**src/hdl/ata_tf_pkg.sv**
```systemverilog
`default_nettype none

package ata_tf_pkg;

  // Widths of the host-side fields.
  localparam int ADDR_W  = 7;
  localparam int DATA_W  = 16;
  localparam int IDX_W   = 3;
  localparam int CODE_W  = 8;
  localparam int SLOT_W  = 4;
  localparam int RF_DEPTH = 16;

  // Configuration port.
  localparam int PADDR_W = 3;
  localparam int PDATA_W = 32;
  localparam logic [0:0] CFG_REG_PACKET_CODE = 1'b0;
  localparam logic [CODE_W-1:0] PACKET_CODE_RESET = 8'hA0;

  // Default packet length in words.
  localparam int PACKET_WORDS_DEFAULT = 6;

  // Register file slots.
  localparam logic [SLOT_W-1:0] SLOT_STATUS  = 4'd1;
  localparam logic [SLOT_W-1:0] SLOT_COMMAND = 4'd3;
  localparam logic [SLOT_W-1:0] SLOT_BCL     = 4'd4;
  localparam logic [SLOT_W-1:0] SLOT_BCH     = 4'd5;
  localparam logic [SLOT_W-1:0] SLOT_DATA    = 4'd6;
  localparam logic [SLOT_W-1:0] SLOT_DEVCTL  = 4'd7;
  localparam logic [SLOT_W-1:0] SLOT_SELECT  = 4'd8;
  localparam logic [SLOT_W-1:0] SLOT_ERROR   = 4'd9;
  localparam logic [SLOT_W-1:0] SLOT_FEATURE = 4'd10;
  localparam logic [SLOT_W-1:0] SLOT_IREASON = 4'd11;
  localparam logic [SLOT_W-1:0] SLOT_SECCNT  = 4'd12;
  localparam logic [SLOT_W-1:0] SLOT_SECTOR  = 4'd13;
  localparam logic [SLOT_W-1:0] SLOT_DUMP    = 4'd14;

  // Bus addresses that trigger actions.
  localparam logic [ADDR_W-1:0] ADDR_ALT_STATUS = 7'h4E;
  localparam logic [ADDR_W-1:0] ADDR_COMMAND    = 7'h37;
  localparam logic [ADDR_W-1:0] ADDR_DATA_WRITE = 7'h30;
  localparam int READ_BIT = 6;

  // Register values.
  localparam logic [DATA_W-1:0] STATUS_RESET   = 16'h0040;
  localparam logic [DATA_W-1:0] SELECT_RESET   = 16'h00A0;
  localparam logic [DATA_W-1:0] SECTOR_RESET   = 16'h0040;
  localparam logic [DATA_W-1:0] STATUS_PACKET  = 16'h0058;
  localparam logic [DATA_W-1:0] STATUS_DONE    = 16'h0050;
  localparam logic [DATA_W-1:0] BSY_CLEAR_MASK = 16'hFF7F;
  localparam logic [DATA_W-1:0] IREASON_CMD    = 16'h0001;
  localparam logic [DATA_W-1:0] IREASON_DONE   = 16'h0002;

  // One result of a host access.
  typedef struct packed {
    logic [DATA_W-1:0] read_data;
    logic              interrupt_request;
    logic              packet_mode_active;
    logic              packet_word_valid;
    logic [IDX_W-1:0]  packet_word_index;
    logic [DATA_W-1:0] packet_word;
    logic              packet_last;
  } rsp_t;

  // Address map of the task file; unmapped addresses land in the dump slot.
  function automatic logic [SLOT_W-1:0] slot_of(input logic [ADDR_W-1:0] addr);
    logic [SLOT_W-1:0] s;
    case (addr)
      7'h4E, 7'h57: s = SLOT_STATUS;
      7'h37:        s = SLOT_COMMAND;
      7'h34, 7'h54: s = SLOT_BCL;
      7'h35, 7'h55: s = SLOT_BCH;
      7'h30, 7'h50: s = SLOT_DATA;
      7'h2E:        s = SLOT_DEVCTL;
      7'h36, 7'h56: s = SLOT_SELECT;
      7'h51:        s = SLOT_ERROR;
      7'h31:        s = SLOT_FEATURE;
      7'h52:        s = SLOT_IREASON;
      7'h32:        s = SLOT_SECCNT;
      7'h53:        s = SLOT_SECTOR;
      default:      s = SLOT_DUMP;
    endcase
    return s;
  endfunction

endpackage

`default_nettype wire

```
**src/hdl/ata_tf_req_if.sv**
```systemverilog
`default_nettype none

interface ata_tf_req_if;
  logic                          valid;
  logic                          ready;
  logic [ata_tf_pkg::ADDR_W-1:0] bus_address;
  logic [ata_tf_pkg::DATA_W-1:0] write_data;

  modport source (output valid, output bus_address, output write_data, input ready);
  modport sink (input valid, input bus_address, input write_data, output ready);
endinterface

`default_nettype wire

```
**src/hdl/ata_tf_rsp_if.sv**
```systemverilog
`default_nettype none

interface ata_tf_rsp_if;
  logic                          valid;
  logic                          ready;
  logic [ata_tf_pkg::DATA_W-1:0] read_data;
  logic                          interrupt_request;
  logic                          packet_mode_active;
  logic                          packet_word_valid;
  logic [ata_tf_pkg::IDX_W-1:0]  packet_word_index;
  logic [ata_tf_pkg::DATA_W-1:0] packet_word;
  logic                          packet_last;

  modport source (
    output valid, output read_data, output interrupt_request,
    output packet_mode_active, output packet_word_valid,
    output packet_word_index, output packet_word, output packet_last,
    input ready
  );
  modport sink (
    input valid, input read_data, input interrupt_request,
    input packet_mode_active, input packet_word_valid,
    input packet_word_index, input packet_word, input packet_last,
    output ready
  );
endinterface

`default_nettype wire

```
**src/hdl/ata_tf_cfg.sv**
```systemverilog
`default_nettype none

module ata_tf_cfg (
  input  wire logic                              clk,
  input  wire logic                              rst,
  input  wire logic                              psel,
  input  wire logic                              penable,
  input  wire logic                              pwrite,
  input  wire logic [ata_tf_pkg::PADDR_W-1:0]    paddr,
  input  wire logic [ata_tf_pkg::PDATA_W-1:0]    pwdata,
  output logic      [ata_tf_pkg::PDATA_W-1:0]    prdata,
  output logic                                   pready,
  output logic      [ata_tf_pkg::CODE_W-1:0]     packet_command_code
);

  logic reg_hit;

  // Register index is the word address.
  assign reg_hit = (paddr[ata_tf_pkg::PADDR_W-1] == ata_tf_pkg::CFG_REG_PACKET_CODE);
  assign pready  = 1'b1;

  // Packet command code register.
  always_ff @(posedge clk) begin
    if (rst) begin
      packet_command_code <= ata_tf_pkg::PACKET_CODE_RESET;
    end else if (psel && penable && pwrite && reg_hit) begin
      packet_command_code <= pwdata[ata_tf_pkg::CODE_W-1:0];
    end
  end

  // Read back.
  always_comb begin
    prdata = '0;
    if (reg_hit) begin
      prdata[ata_tf_pkg::CODE_W-1:0] = packet_command_code;
    end
  end

endmodule

`default_nettype wire

```
**src/hdl/ata_tf_exec.sv**
```systemverilog
`default_nettype none

module ata_tf_exec #(
  parameter int PACKET_WORDS = ata_tf_pkg::PACKET_WORDS_DEFAULT
) (
  input  wire logic                          clk,
  input  wire logic                          rst,
  input  wire logic                          go,
  input  wire logic [ata_tf_pkg::ADDR_W-1:0] bus_address,
  input  wire logic [ata_tf_pkg::DATA_W-1:0] write_data,
  input  wire logic [ata_tf_pkg::CODE_W-1:0] packet_command_code,
  output ata_tf_pkg::rsp_t                   result
);

  localparam int CNT_W = (PACKET_WORDS > 1) ? $clog2(PACKET_WORDS) : 1;
  localparam logic [CNT_W-1:0] CNT_LAST = CNT_W'(PACKET_WORDS - 1);

  logic [ata_tf_pkg::DATA_W-1:0] rf [ata_tf_pkg::RF_DEPTH];
  logic [ata_tf_pkg::DATA_W-1:0] rf_next [ata_tf_pkg::RF_DEPTH];
  logic                          packet_mode, packet_mode_next;
  logic [CNT_W-1:0]              packet_count, packet_count_next;
  logic                          interrupt_level, interrupt_level_next;

  logic [ata_tf_pkg::SLOT_W-1:0]      slot;
  logic                               is_read;
  logic [CNT_W+ata_tf_pkg::IDX_W-1:0] idx_ext;

  assign slot    = ata_tf_pkg::slot_of(bus_address);
  assign is_read = bus_address[ata_tf_pkg::READ_BIT];
  assign idx_ext = {{ata_tf_pkg::IDX_W{1'b0}}, packet_count};

  // Access, then the action it triggers.
  always_comb begin
    rf_next              = rf;
    packet_mode_next     = packet_mode;
    packet_count_next    = packet_count;
    interrupt_level_next = interrupt_level;
    result               = '0;

    if (is_read) begin
      result.read_data = rf[slot];
    end else begin
      rf_next[slot] = write_data;
    end

    if (bus_address == ata_tf_pkg::ADDR_ALT_STATUS) begin
      interrupt_level_next = 1'b0;
    end else if (packet_mode) begin
      if (bus_address == ata_tf_pkg::ADDR_DATA_WRITE) begin
        result.packet_word_valid = 1'b1;
        result.packet_word_index = idx_ext[ata_tf_pkg::IDX_W-1:0];
        result.packet_word       = write_data;
        if (packet_count == CNT_LAST) begin
          result.packet_last                   = 1'b1;
          packet_count_next                    = '0;
          packet_mode_next                     = 1'b0;
          rf_next[ata_tf_pkg::SLOT_STATUS]     = ata_tf_pkg::STATUS_DONE;
          rf_next[ata_tf_pkg::SLOT_IREASON]    = ata_tf_pkg::IREASON_DONE;
          interrupt_level_next                 = 1'b1;
        end else begin
          packet_count_next = packet_count + CNT_W'(1);
        end
      end
    end else if (bus_address == ata_tf_pkg::ADDR_COMMAND) begin
      // The command address is always a write, so the new command is write_data.
      if (write_data == {{(ata_tf_pkg::DATA_W - ata_tf_pkg::CODE_W){1'b0}},
                         packet_command_code}) begin
        packet_mode_next                  = 1'b1;
        packet_count_next                 = '0;
        rf_next[ata_tf_pkg::SLOT_IREASON] = ata_tf_pkg::IREASON_CMD;
        rf_next[ata_tf_pkg::SLOT_STATUS]  = ata_tf_pkg::STATUS_PACKET;
      end else begin
        rf_next[ata_tf_pkg::SLOT_STATUS] =
          rf[ata_tf_pkg::SLOT_STATUS] & ata_tf_pkg::BSY_CLEAR_MASK;
      end
    end

    result.interrupt_request  = interrupt_level_next;
    result.packet_mode_active = packet_mode_next;
  end

  // Task file and packet state.
  always_ff @(posedge clk) begin
    if (rst) begin
      for (int i = 0; i < ata_tf_pkg::RF_DEPTH; i++) begin
        if (i == int'(ata_tf_pkg::SLOT_STATUS)) begin
          rf[i] <= ata_tf_pkg::STATUS_RESET;
        end else if (i == int'(ata_tf_pkg::SLOT_SELECT)) begin
          rf[i] <= ata_tf_pkg::SELECT_RESET;
        end else if (i == int'(ata_tf_pkg::SLOT_SECTOR)) begin
          rf[i] <= ata_tf_pkg::SECTOR_RESET;
        end else begin
          rf[i] <= '0;
        end
      end
      packet_mode     <= 1'b0;
      packet_count    <= '0;
      interrupt_level <= 1'b0;
    end else if (go) begin
      rf              <= rf_next;
      packet_mode     <= packet_mode_next;
      packet_count    <= packet_count_next;
      interrupt_level <= interrupt_level_next;
    end
  end

endmodule

`default_nettype wire

```
**src/hdl/ata_task_file_packet_front_end_core.sv**
```systemverilog
// ATA task file front end with packet command, device side.
// Each request on req is one host bus access: bus_address holds the W, R,
// CS1, CS0 and A2..A0 bits (bit 6 set means read) and write_data the word
// for a write. Each request gives exactly one response on rsp with the read
// data, the interrupt level, the packet mode flag and, for a data write in
// packet mode, the captured packet word with its index and a last flag.
// The packet command code is set through the APB port at byte address 0;
// the user must write it only while no request is in flight; the block
// itself does not enforce this. A request is registered on acceptance and
// executed against the task file when the output register can take the
// result, landing in the output register that drives rsp. One request is
// taken per cycle while rsp is not stalled; the read-modify-write of the
// task file does not hold the flow.
// When rsp is stalled the output register and the input register hold, and
// req.ready drops once both are full; nothing is lost or repeated.
// Synchronous reset empties both registers, loads the task file with its
// idle values (status 0x40, drive select 0xA0, sector number 0x40), leaves
// packet mode, clears the interrupt and sets the packet code to 0xA0.
`default_nettype none

module ata_task_file_packet_front_end_core #(
  parameter int PACKET_WORDS = ata_tf_pkg::PACKET_WORDS_DEFAULT
) (
  input  wire logic                           clk,
  input  wire logic                           rst,
  ata_tf_req_if.sink                          req,
  ata_tf_rsp_if.source                        rsp,
  input  wire logic                           psel,
  input  wire logic                           penable,
  input  wire logic                           pwrite,
  input  wire logic [ata_tf_pkg::PADDR_W-1:0] paddr,
  input  wire logic [ata_tf_pkg::PDATA_W-1:0] pwdata,
  output logic      [ata_tf_pkg::PDATA_W-1:0] prdata,
  output logic                                pready
);

  logic                          in_valid;
  logic [ata_tf_pkg::ADDR_W-1:0] in_address;
  logic [ata_tf_pkg::DATA_W-1:0] in_data;
  logic                          out_valid;
  ata_tf_pkg::rsp_t              out_rsp;
  ata_tf_pkg::rsp_t              exec_rsp;
  logic [ata_tf_pkg::CODE_W-1:0] packet_command_code;
  logic                          out_free;
  logic                          go;

  // Configuration register.
  ata_tf_cfg u_cfg (
    .clk                 (clk),
    .rst                 (rst),
    .psel                (psel),
    .penable             (penable),
    .pwrite              (pwrite),
    .paddr               (paddr),
    .pwdata              (pwdata),
    .prdata              (prdata),
    .pready              (pready),
    .packet_command_code (packet_command_code)
  );

  // Flow control: execute when the output register can take the result.
  assign out_free  = !out_valid || rsp.ready;
  assign go        = in_valid && out_free;
  assign req.ready = !in_valid || out_free;

  // Input register.
  always_ff @(posedge clk) begin
    if (rst) begin
      in_valid <= 1'b0;
    end else if (req.ready) begin
      in_valid <= req.valid;
    end
  end

  always_ff @(posedge clk) begin
    if (req.valid && req.ready) begin
      in_address <= req.bus_address;
      in_data    <= req.write_data;
    end
  end

  // Task file execution.
  ata_tf_exec #(
    .PACKET_WORDS (PACKET_WORDS)
  ) u_exec (
    .clk                 (clk),
    .rst                 (rst),
    .go                  (go),
    .bus_address         (in_address),
    .write_data          (in_data),
    .packet_command_code (packet_command_code),
    .result              (exec_rsp)
  );

  // Output register.
  always_ff @(posedge clk) begin
    if (rst) begin
      out_valid <= 1'b0;
    end else if (out_free) begin
      out_valid <= in_valid;
    end
  end

  always_ff @(posedge clk) begin
    if (go) begin
      out_rsp <= exec_rsp;
    end
  end

  assign rsp.valid              = out_valid;
  assign rsp.read_data          = out_rsp.read_data;
  assign rsp.interrupt_request  = out_rsp.interrupt_request;
  assign rsp.packet_mode_active = out_rsp.packet_mode_active;
  assign rsp.packet_word_valid  = out_rsp.packet_word_valid;
  assign rsp.packet_word_index  = out_rsp.packet_word_index;
  assign rsp.packet_word        = out_rsp.packet_word;
  assign rsp.packet_last        = out_rsp.packet_last;

endmodule

`default_nettype wire
```
**src/flat_wrapper.sv**
```systemverilog
// flat-port wrapper written by rule: the top's interface ports become plain ports
module ata_task_file_packet_front_end_core_flat 
#(
  parameter int PACKET_WORDS = ata_tf_pkg::PACKET_WORDS_DEFAULT
)
  (clk, rst, psel, penable, pwrite, paddr, pwdata, prdata, pready, req_valid, req_bus_address, req_write_data, req_ready, rsp_valid, rsp_read_data, rsp_interrupt_request, rsp_packet_mode_active, rsp_packet_word_valid, rsp_packet_word_index, rsp_packet_word, rsp_packet_last, rsp_ready);
  ata_tf_req_if req_i ();
  ata_tf_rsp_if rsp_i ();
  input  wire logic clk;
  input  wire logic rst;
  input  wire logic psel;
  input  wire logic penable;
  input  wire logic pwrite;
  input  wire logic [ata_tf_pkg::PADDR_W-1:0] paddr;
  input  wire logic [ata_tf_pkg::PDATA_W-1:0] pwdata;
  output logic      [ata_tf_pkg::PDATA_W-1:0] prdata;
  output logic pready;
  input wire logic [$bits(req_i.valid)-1:0] req_valid;
  input wire logic [$bits(req_i.bus_address)-1:0] req_bus_address;
  input wire logic [$bits(req_i.write_data)-1:0] req_write_data;
  output wire logic [$bits(req_i.ready)-1:0] req_ready;
  output wire logic [$bits(rsp_i.valid)-1:0] rsp_valid;
  output wire logic [$bits(rsp_i.read_data)-1:0] rsp_read_data;
  output wire logic [$bits(rsp_i.interrupt_request)-1:0] rsp_interrupt_request;
  output wire logic [$bits(rsp_i.packet_mode_active)-1:0] rsp_packet_mode_active;
  output wire logic [$bits(rsp_i.packet_word_valid)-1:0] rsp_packet_word_valid;
  output wire logic [$bits(rsp_i.packet_word_index)-1:0] rsp_packet_word_index;
  output wire logic [$bits(rsp_i.packet_word)-1:0] rsp_packet_word;
  output wire logic [$bits(rsp_i.packet_last)-1:0] rsp_packet_last;
  input wire logic [$bits(rsp_i.ready)-1:0] rsp_ready;
  assign req_i.valid = req_valid;
  assign req_i.bus_address = req_bus_address;
  assign req_i.write_data = req_write_data;
  assign req_ready = req_i.ready;
  assign rsp_valid = rsp_i.valid;
  assign rsp_read_data = rsp_i.read_data;
  assign rsp_interrupt_request = rsp_i.interrupt_request;
  assign rsp_packet_mode_active = rsp_i.packet_mode_active;
  assign rsp_packet_word_valid = rsp_i.packet_word_valid;
  assign rsp_packet_word_index = rsp_i.packet_word_index;
  assign rsp_packet_word = rsp_i.packet_word;
  assign rsp_packet_last = rsp_i.packet_last;
  assign rsp_i.ready = rsp_ready;
  ata_task_file_packet_front_end_core #(.PACKET_WORDS(PACKET_WORDS)) u_core (.clk(clk), .rst(rst), .req(req_i), .rsp(rsp_i), .psel(psel), .penable(penable), .pwrite(pwrite), .paddr(paddr), .pwdata(pwdata), .prdata(prdata), .pready(pready));
endmodule
```
**config.mk**
```make
export PLATFORM = sky130hd
export DESIGN_NAME = ata_task_file_packet_front_end_core_flat
export DESIGN_NICKNAME = d
export VERILOG_FILES = /design/src/hdl/ata_tf_pkg.sv /design/src/hdl/ata_tf_req_if.sv /design/src/hdl/ata_tf_rsp_if.sv /design/src/hdl/ata_tf_cfg.sv /design/src/hdl/ata_tf_exec.sv /design/src/hdl/ata_task_file_packet_front_end_core.sv /design/src/flat_wrapper.sv
export SDC_FILE = /design/constraint.sdc
export NUM_CORES = 1
export LEC_CHECK = 0
export BUFFER_PORTS_ARGS = -buffer_cell sky130_fd_sc_hd__buf_2
export CAP_MARGIN = 10
export CORE_ASPECT_RATIO = 1.4
export CORE_MARGIN = 8
export CORE_UTILIZATION = 50
export DETAILED_ROUTE_END_ITERATION = 7
export GPL_ROUTABILITY_DRIVEN = 0
export MAX_ROUTING_LAYER = met4
export PLACE_DENSITY = 0.7
export SLEW_MARGIN = 20
export SYNTH_ARGS = -nofsm -noshare
export SYNTH_HDL_FRONTEND = slang
export SYNTH_SLANG_ARGS = --single-unit
```
**constraint.sdc**
```tcl
create_clock -name clk -period 2.8 [get_ports clk]
set_input_delay 0.56 -clock clk [delete_from_list [all_inputs] [get_ports clk]]
set_output_delay 0.56 -clock clk [all_outputs]
set_load 0.03 [all_outputs]
```
==> results of run 1 <==
## layer usage
layer	up-vias	GRT usage, %
met2	289	37.7
met5	-	-
met4	0	8.91
met3	84	2.86
li1	4540	-
met1	4531	24.7
## power breakdown
group | internal, mW | switching, mW
clock network | 1.97 | 1.54
logic | 0.185 | 0.436
registers | 4.26 | 0.0328
total | 6.42 | 2.00
## Yosys cell counts (2+ instances only)
master | n | area (um^2)
a21oi_1 | 78 | 390
and3_1 | 2 | 12.5
nor4_4 | 2 | 42.5
a22o_1 | 2 | 17.5
o41a_1 | 16 | 180
xnor2_1 | 9 | 78.8
inv_1 | 6 | 22.5
nor3b_1 | 2 | 15.0
conb_1 | 2 | 7.51
o21ai_0 | 4 | 20.0
nand4_2 | 2 | 25.0
nor3_2 | 3 | 30.0
o311ai_1 | 15 | 131
edfxtp_1 | 62 | 1860
and2_1 | 48 | 300
mux2i_1 | 95 | 951
nor2b_1 | 44 | 275
a211o_1 | 3 | 26.3
or2_2 | 2 | 12.5
nand3b_1 | 3 | 22.5
and2b_1 | 2 | 15.0
clkbuf_1 | 67 | 251
buf_4 | 30 | 225
nor2_2 | 2 | 12.5
o311ai_0 | 17 | 149
a21o_1 | 2 | 15.0
or3_1 | 33 | 206
nor3_1 | 4 | 20.0
nand2b_1 | 5 | 31.3
nor2_1 | 112 | 420
nand4_1 | 3 | 18.8
dfxtp_1 | 223 | 4460
nor4_1 | 2 | 12.5
a31oi_1 | 49 | 307
nand4_4 | 2 | 42.5
nand2_1 | 254 | 953
nand3_1 | 4 | 20.0
buf_6 | 15 | 169
o31ai_1 | 16 | 120
buf_2 | 22 | 110
## worst register-to-register path, cell delays in order, from the launching register on
cell and delay, ps:
edfxtp_1 520, and3b_4 270, a22oi_4 260, o22a_4 250, buf_12 150, nand2b_2 80
buf_12 210, nand2_1 110, a31oi_1 150, o41a_1 460
## kinds of logic after synthesis
family                    count (synthesis)
xor gates and xnor gates                  9
other                                     2
DFF                                     285
buffers and inverters                   141
AOI/OAI and AO/OA                       210
muxes                                    95
and+or+nand+nor                         544
## through the flow
| step | util (%) | cell area [um^2] | setup slack (ps) |
|---|---|---|---|
| after floorplan | - | 12300 | 397 |
| after global placement | 54.8 | 13100 | 87.5 |
| final | 58.3 | 14000 | 107 |
| after detailed placement | 54.8 | 13100 | 65.6 |
| after global routing | 58.3 | 14000 | 10.3 |
| after CTS | 58.3 | 14000 | 65.5 |
## layout by cell type, fill, tap and decap left out, types with 3 or more instances in the layout
master / instances
a211o_1: 3
a21oi_1: 78
a31oi_1: 49
and2_1: 47
buf_12: 14
buf_2: 86
buf_4: 59
clkbuf_1: 7
clkbuf_16: 27
clkbuf_8: 4
clkinv_1: 3
clkinv_2: 5
conb_1: 25
dfxtp_1: 223
edfxtp_1: 62
inv_1: 5
mux2i_1: 95
nand2_1: 254
nand2b_1: 4
nand3_1: 4
nand3b_1: 3
nand4_1: 3
nor2_1: 112
nor2b_1: 44
nor3_1: 4
o21ai_0: 4
o311ai_0: 15
o311ai_1: 17
o31ai_1: 16
o41a_1: 16
or3_1: 33
xnor2_1: 9
## sequential cells by signal, indices dropped and copies added, names as in the netlist, 3 cells and up
| register | flops |
|---|---|
| u_core.u_cfg.packet_command_code | 8 |
| u_core.rsp.packet_word_index | 3 |
| u_core.u_exec.packet_count | 3 |
| u_core.rsp.read_data | 16 |
| u_core.rsp.packet_word | 16 |
| u_core.u_exec.rf | 208 |
| u_core.in_address | 7 |
| u_core.in_data | 16 |
## how the worst max path moves through the flow
stage | from | endpoint | slack [ps] | cells past startpoint
after global placement | u_core.in_address[2]$_DFFE_PP_ | u_core.rsp.read_data[10]$_SDFFCE_PN0P_ | 90 | 7
after global routing | u_core.in_address[2]$_DFFE_PP_ | u_core.rsp.read_data[3]$_SDFFCE_PN0P_ | 10 | 8
final | u_core.in_address[2]$_DFFE_PP_ | u_core.rsp.read_data[0]$_SDFFCE_PN0P_ | 110 | 9
after detailed placement | u_core.in_address[2]$_DFFE_PP_ | u_core.rsp.read_data[3]$_SDFFCE_PN0P_ | 70 | 8
after CTS | u_core.in_address[2]$_DFFE_PP_ | u_core.rsp.read_data[0]$_SDFFCE_PN0P_ | 70 | 9
after floorplan | u_core.in_address[0]$_DFFE_PP_ | u_core.rsp.read_data[1]$_SDFFCE_PN0P_ | 400 | 9
## area by class of cell
| class | instances | share of cell area, % |
|---|---|---|
| diodes | 1 | 0.0179 |
| clock buffers | 38 | 5.41 |
| clock inverters | 11 | 0.582 |
| inverters | 6 | 0.161 |
| multi-input cells | 883 | 37.5 |
| flip-flops and latches | 285 | 45.3 |
| well taps | 310 | 2.77 |
| repair buffers | 160 | 8.33 |
## timing repair
item,4_1_cts,5_1_grt
resized for setup,0,3
setup endpoints to repair,0,7
setup buffers,0,1
==> impl_metrics.json, run 1 <==
{
  "status": "complete, no violations",
  "path_class": "register to register",
  "synth-edff-count": 62,
  "yosys.area_share.adder_pct": 0,
  "worstMarginPinSlew_ps": 1010,
  "via_count": 9444,
  "antenna_left": 0,
  "hold_start": "req_write_data[3]",
  "critPathRequiredTime_ps": 3070,
  "fin_crit_sh_pct": 96.2,
  "regToRegStartpoint": "u_core.in_address[2]$_DFFE_PP_",
  "n_fill_cell": 2122,
  "cts_hold_buffers": 0,
  "h-tree-depth": 1,
  "synthArstFlopShare_pct": 0,
  "numClockSinks": 285,
  "grt_pass1_wl_um": 50800,
  "ys_types": 62,
  "dieWidth_um": 148,
  "wl_met1_um": 13000,
  "track_usage_pct": 21.7,
  "io_pins": 139,
  "crit_family": "compound AO/OA/AOI/OAI gates",
  "synthSimpleGateAreaFrac_pct": 21.5,
  "holdPathEnd": "u_core.in_data[3]$_DFFE_PP_",
  "max_stage_delay_ps": 520,
  "dr_wl_met3_um": 1690,
  "portBuffers": 87,
  "cts_tree": "built",
  "drive_gt1_share_pct": 16.4,
  "drtIter0Drc": 639,
  "synth.ff_latch_count": 285,
  "grt_pass1_vias": 9595,
  "first_pass_iters": 5,
  "syn_avg_cell_area_um2": 9.51,
  "worstRegToRegCells": 9,
  "die_h_um": 201,
  "core_um2": 24000,
  "cts_buffers": 27,
  "synth_compound_area_share_pct": 11.9,
  "synth_xor_area_share_pct": 0.645,
  "multiInputGateArea_um2": 5240,
  "grt_max_degree": 72,
  "worst_hold_path_type": "input pin to register",
  "drc_errors": 0,
  "slowest_stage": "edfxtp_1",
  "yosysSeqAreaShare_pct": 51.7,
  "wl_met2_um": 16000,
  "drv_cap": 0,
  "clk_latency_ps": 530,
  "dp_cells": 1643,
  "fin_crit_ps": 2690,
  "p_leak_nw": 5.38,
  "routedWlPerCell_um": 18.9,
  "synth_top_family_by_area": "simple AND/OR/NAND/NOR gates",
  "layout.nets": 1428,
  "whs_ps": 201,
  "fmax_mhz": 371,
  "worstPathCellList": "and3b_4, a22oi_4, o22a_4, buf_12, nand2b_2, buf_12, nand2_1, a31oi_1, o41a_1",
  "grt_setup_unrepaired": "no",
  "cp_max_fo": 52,
  "end_kind": "register",
  "ys.flop_type": "dfxtp_1",
  "relSlewSlack_pct": 32.4,
  "top_layer_used": "met4",
  "fin_cells": 1694,
  "setup_viol": 0,
  "yosysWarnings": 0,
  "power.total_mw": 8.42,
  "via_per_inst": 5.57,
  "slew_viol_final": 0,
  "power_density_nw_per_um2": 603,
  "start_kind": "register",
  "irDropWorstVdd_v": 0.000558,
  "synthMuxAreaShare_pct": 7.77,
  "wl_um": 32100,
  "skew_ps": 13.8,
  "syn_inst": 1286,
  "start_util_pct": 51.0,
  "worst-path-buf-inv": 2,
  "clk_pin_slew_ps": 60,
  "area_growth_pct": 14.3,
  "clk_path_buf_depth": 3,
  "cts-root-buf": "clkbuf_16",
  "register_area_um2": 6330,
  "place_hpwl_um": 20700,
  "reg2reg_to": "u_core.rsp.read_data[0]$_SDFFCE_PN0P_",
  "placementRows": 67,
  "grt_overflow": 0,
  "crit_top_cell": "buf_12",
  "hold_viol": 0,
  "whs_path_depth": 1,
  "grt_antenna_before_repair": 0,
  "netlist_area_um2": 12200,
  "tns_ps": 0,
  "rrSetupSlack_ps": 110,
  "die_area_um2": 29800,
  "cp.arrival_ps": 2970
}
Power figures use the tool's default switching activity.
==> run 2, diff against run 1 <==
--- a/config.mk
+++ b/config.mk
@@ -5,15 +5,14 @@
 export SDC_FILE = /design/constraint.sdc
 export NUM_CORES = 1
 export LEC_CHECK = 0
-export BUFFER_PORTS_ARGS = -buffer_cell sky130_fd_sc_hd__buf_2
 export CAP_MARGIN = 10
 export CORE_ASPECT_RATIO = 1.4
 export CORE_MARGIN = 8
 export CORE_UTILIZATION = 50
 export DETAILED_ROUTE_END_ITERATION = 7
+export DONT_BUFFER_PORTS = 1
 export GPL_ROUTABILITY_DRIVEN = 0
 export MAX_ROUTING_LAYER = met4
-export PLACE_DENSITY = 0.7
 export SLEW_MARGIN = 20
 export SYNTH_ARGS = -nofsm -noshare
 export SYNTH_HDL_FRONTEND = slang
==> constraint.sdc (replaced) <==
create_clock -name clk -period 2.8 [get_ports clk]
set_input_delay 0.14 -clock clk [delete_from_list [all_inputs] [get_ports clk]]
set_output_delay 0.14 -clock clk [all_outputs]
set_load 0.03 [all_outputs]
==> impl_metrics.json, run 2 (synthesized netlist as in run 1, its figures left out) <==
{
  "tns_ps": 0,
  "start_util_pct": 51.0,
  "clk_path_buf_depth": 3,
  "via_per_inst": 5.56,
  "grt_max_degree": 158,
  "fin_cells": 1711,
  "place_hpwl_um": 21700,
  "path_class": "register to register",
  "worst_hold_path_type": "input pin to register",
  "n_antenna_cell": 0,
  "numClockSinks": 285,
  "dieWidth_um": 148,
  "cp_max_fo": 18,
  "final_common_cell": "nand2_1",
  "regMostFlops": "u_core.u_exec.rf",
  "worstMarginPinSlew_ps": 1080,
  "grt_antenna_before_repair": 0,
  "clk_latency_ps": 570,
  "layout.cells.most_common_list": "254 x nand2_1, 223 x dfxtp_1, 112 x nor2_1",
  "register_area_um2": 6330,
  "area_growth_pct": 19.9,
  "status": "complete, no violations",
  "slew_viol_final": 0,
  "h-tree-depth": 1,
  "cts_buffers": 29,
  "drtIter0Drc": 680,
  "place_ws_ps": 22.5,
  "drc_errors": 0,
  "worst-path-buf-inv": 1,
  "whs_ps": 23.3,
  "grt_overflow": 0,
  "multiInputGateArea_um2": 5350,
  "relSlewSlack_pct": 28.1,
  "fin_util_pct": 61.1,
  "end_kind": "register",
  "critPathRequiredTime_ps": 3090,
  "grt_pass1_wl_um": 54400,
  "grt_setup_unrepaired": "yes",
  "antenna_left": 0,
  "cts_tree": "built",
  "core_um2": 24000,
  "portBuffers": 0,
  "drv_cap": 0,
  "grt_pass1_vias": 9607,
  "worstPathCellList": "nor4b_4, a31oi_2, o22a_4, buf_12, or3_1, o311ai_1, a31oi_1, o41a_1",
  "max_stage_delay_ps": 540,
  "crit_family": "compound AO/OA/AOI/OAI gates",
  "regToRegStartpoint": "u_core.in_address[2]$_DFFE_PP_",
  "fin_crit_sh_pct": 98.1,
  "largest_reg_flops": 208,
  "cp.arrival_ps": 3040,
  "p_leak_nw": 5.59,
  "placementRows": 67,
  "slowest_stage": "edfxtp_1",
  "start_kind": "register",
  "cts-root-buf": "clkbuf_16",
  "drive_gt1_share_pct": 12.6,
  "wl_um": 35300,
  "first_pass_iters": 5,
  "die_h_um": 201,
  "skew_ps": 29.5,
  "fin_ws_ps": 54.0,
  "via_count": 9505,
  "layout.nets": 1443,
  "dp_cells": 1571,
  "clk_pin_slew_ps": 60,
  "io_pins": 139,
  "fin_crit_ps": 2750,
  "hold_viol": 0,
  "setup_viol": 0,
  "die_area_um2": 29800,
  "routedWlPerCell_um": 20.6,
  "power_density_nw_per_um2": 591,
  "track_usage_pct": 23.9,
  "fmax_mhz": 364,
  "hold_start": "rst",
  "n_fill_cell": 2063,
  "cp-startpoint": "u_core.in_address[2]$_DFFE_PP_",
  "irDropWorstVdd_v": 0.000454
}
-- run 2: changes by cell type in the layout (fill, tap and decap cells not counted), sizes merged --
| cell | delta |
|---|---|
| dlygate4sd3 | +78 |
| inv | -1 |
| clkinv | -1 |
| buf | -66 |
| diode | -1 |
| nand2 | +1 |
| clkbuf | +7 |
-- run 2: area by class of cell --
| class | count | area share [%] |
|---|---|---|
| Sequential cell | 285 | 43.2 |
| Multi-Input combinational cell | 884 | 36.5 |
| Timing Repair Buffer | 172 | 11.4 |
| Clock buffer | 45 | 5.63 |
| Tap cell | 310 | 2.65 |
| Clock inverter | 9 | 0.487 |
| Inverter | 6 | 0.154 |
-- run 2: where the power goes --
group | internal (mW) | switching, mW | total (mW) | leakage, nW
registers | 4.26 | 0.0904 | 4.35 | 2.39
clock network | 2.11 | 1.60 | 3.71 | 0.442
logic | 0.205 | 0.386 | 0.591 | 2.76
total | 6.58 | 2.08 | 8.66 | 5.59
-- run 2: final timing paths --
check | to | depth (start not counted) | slack (ps)
max | u_core.rsp.read_data[6]$_SDFFCE_PN0P_ | 8 | 50
min | u_core.u_exec.rf[120]$_SDFFE_PP0P_ | 2 | 20
max reg2reg | u_core.rsp.read_data[6]$_SDFFCE_PN0P_ | 8 | 50
min reg2reg | u_core.u_exec.rf[166]$_SDFFE_PP0P_ | 2 | 450
-- run 2: worst register-to-register path: stages (launching register included) --
cell	delay, ps
edfxtp_1	540
nor4b_4	320
a31oi_2	100
o22a_4	320
buf_12	190
or3_1	350
o311ai_1	80
a31oi_1	140
o41a_1	440
-- run 2: per-layer routing --
metal / global-route usage [%] / part of all wire [%]
met4: 10.9 / 3.8
met5: - / 0
met1: 27.1 / 41
met2: 41.2 / 51
met3: 3.07 / 4.6
-- run 2: what timing repair did --
action / 4_1_cts / 5_1_grt
endpoints found under the setup margin: 2 / 31
buffers inserted: 0 / 6
cloned: 0 / 1
hold buffers: 79 / 0
gates resized for setup: 1 / 27
endpoints found under the hold margin: 220 / 0
pin swaps: 0 / 8
-- run 2: through the flow --
stage	total power, mW	instance area (um^2)
after CTS	8.70	14500
final	8.66	14700
after global placement	4.93	12800
after floorplan	4.81	12300
after detailed placement	4.93	12800
after global routing	8.94	14700
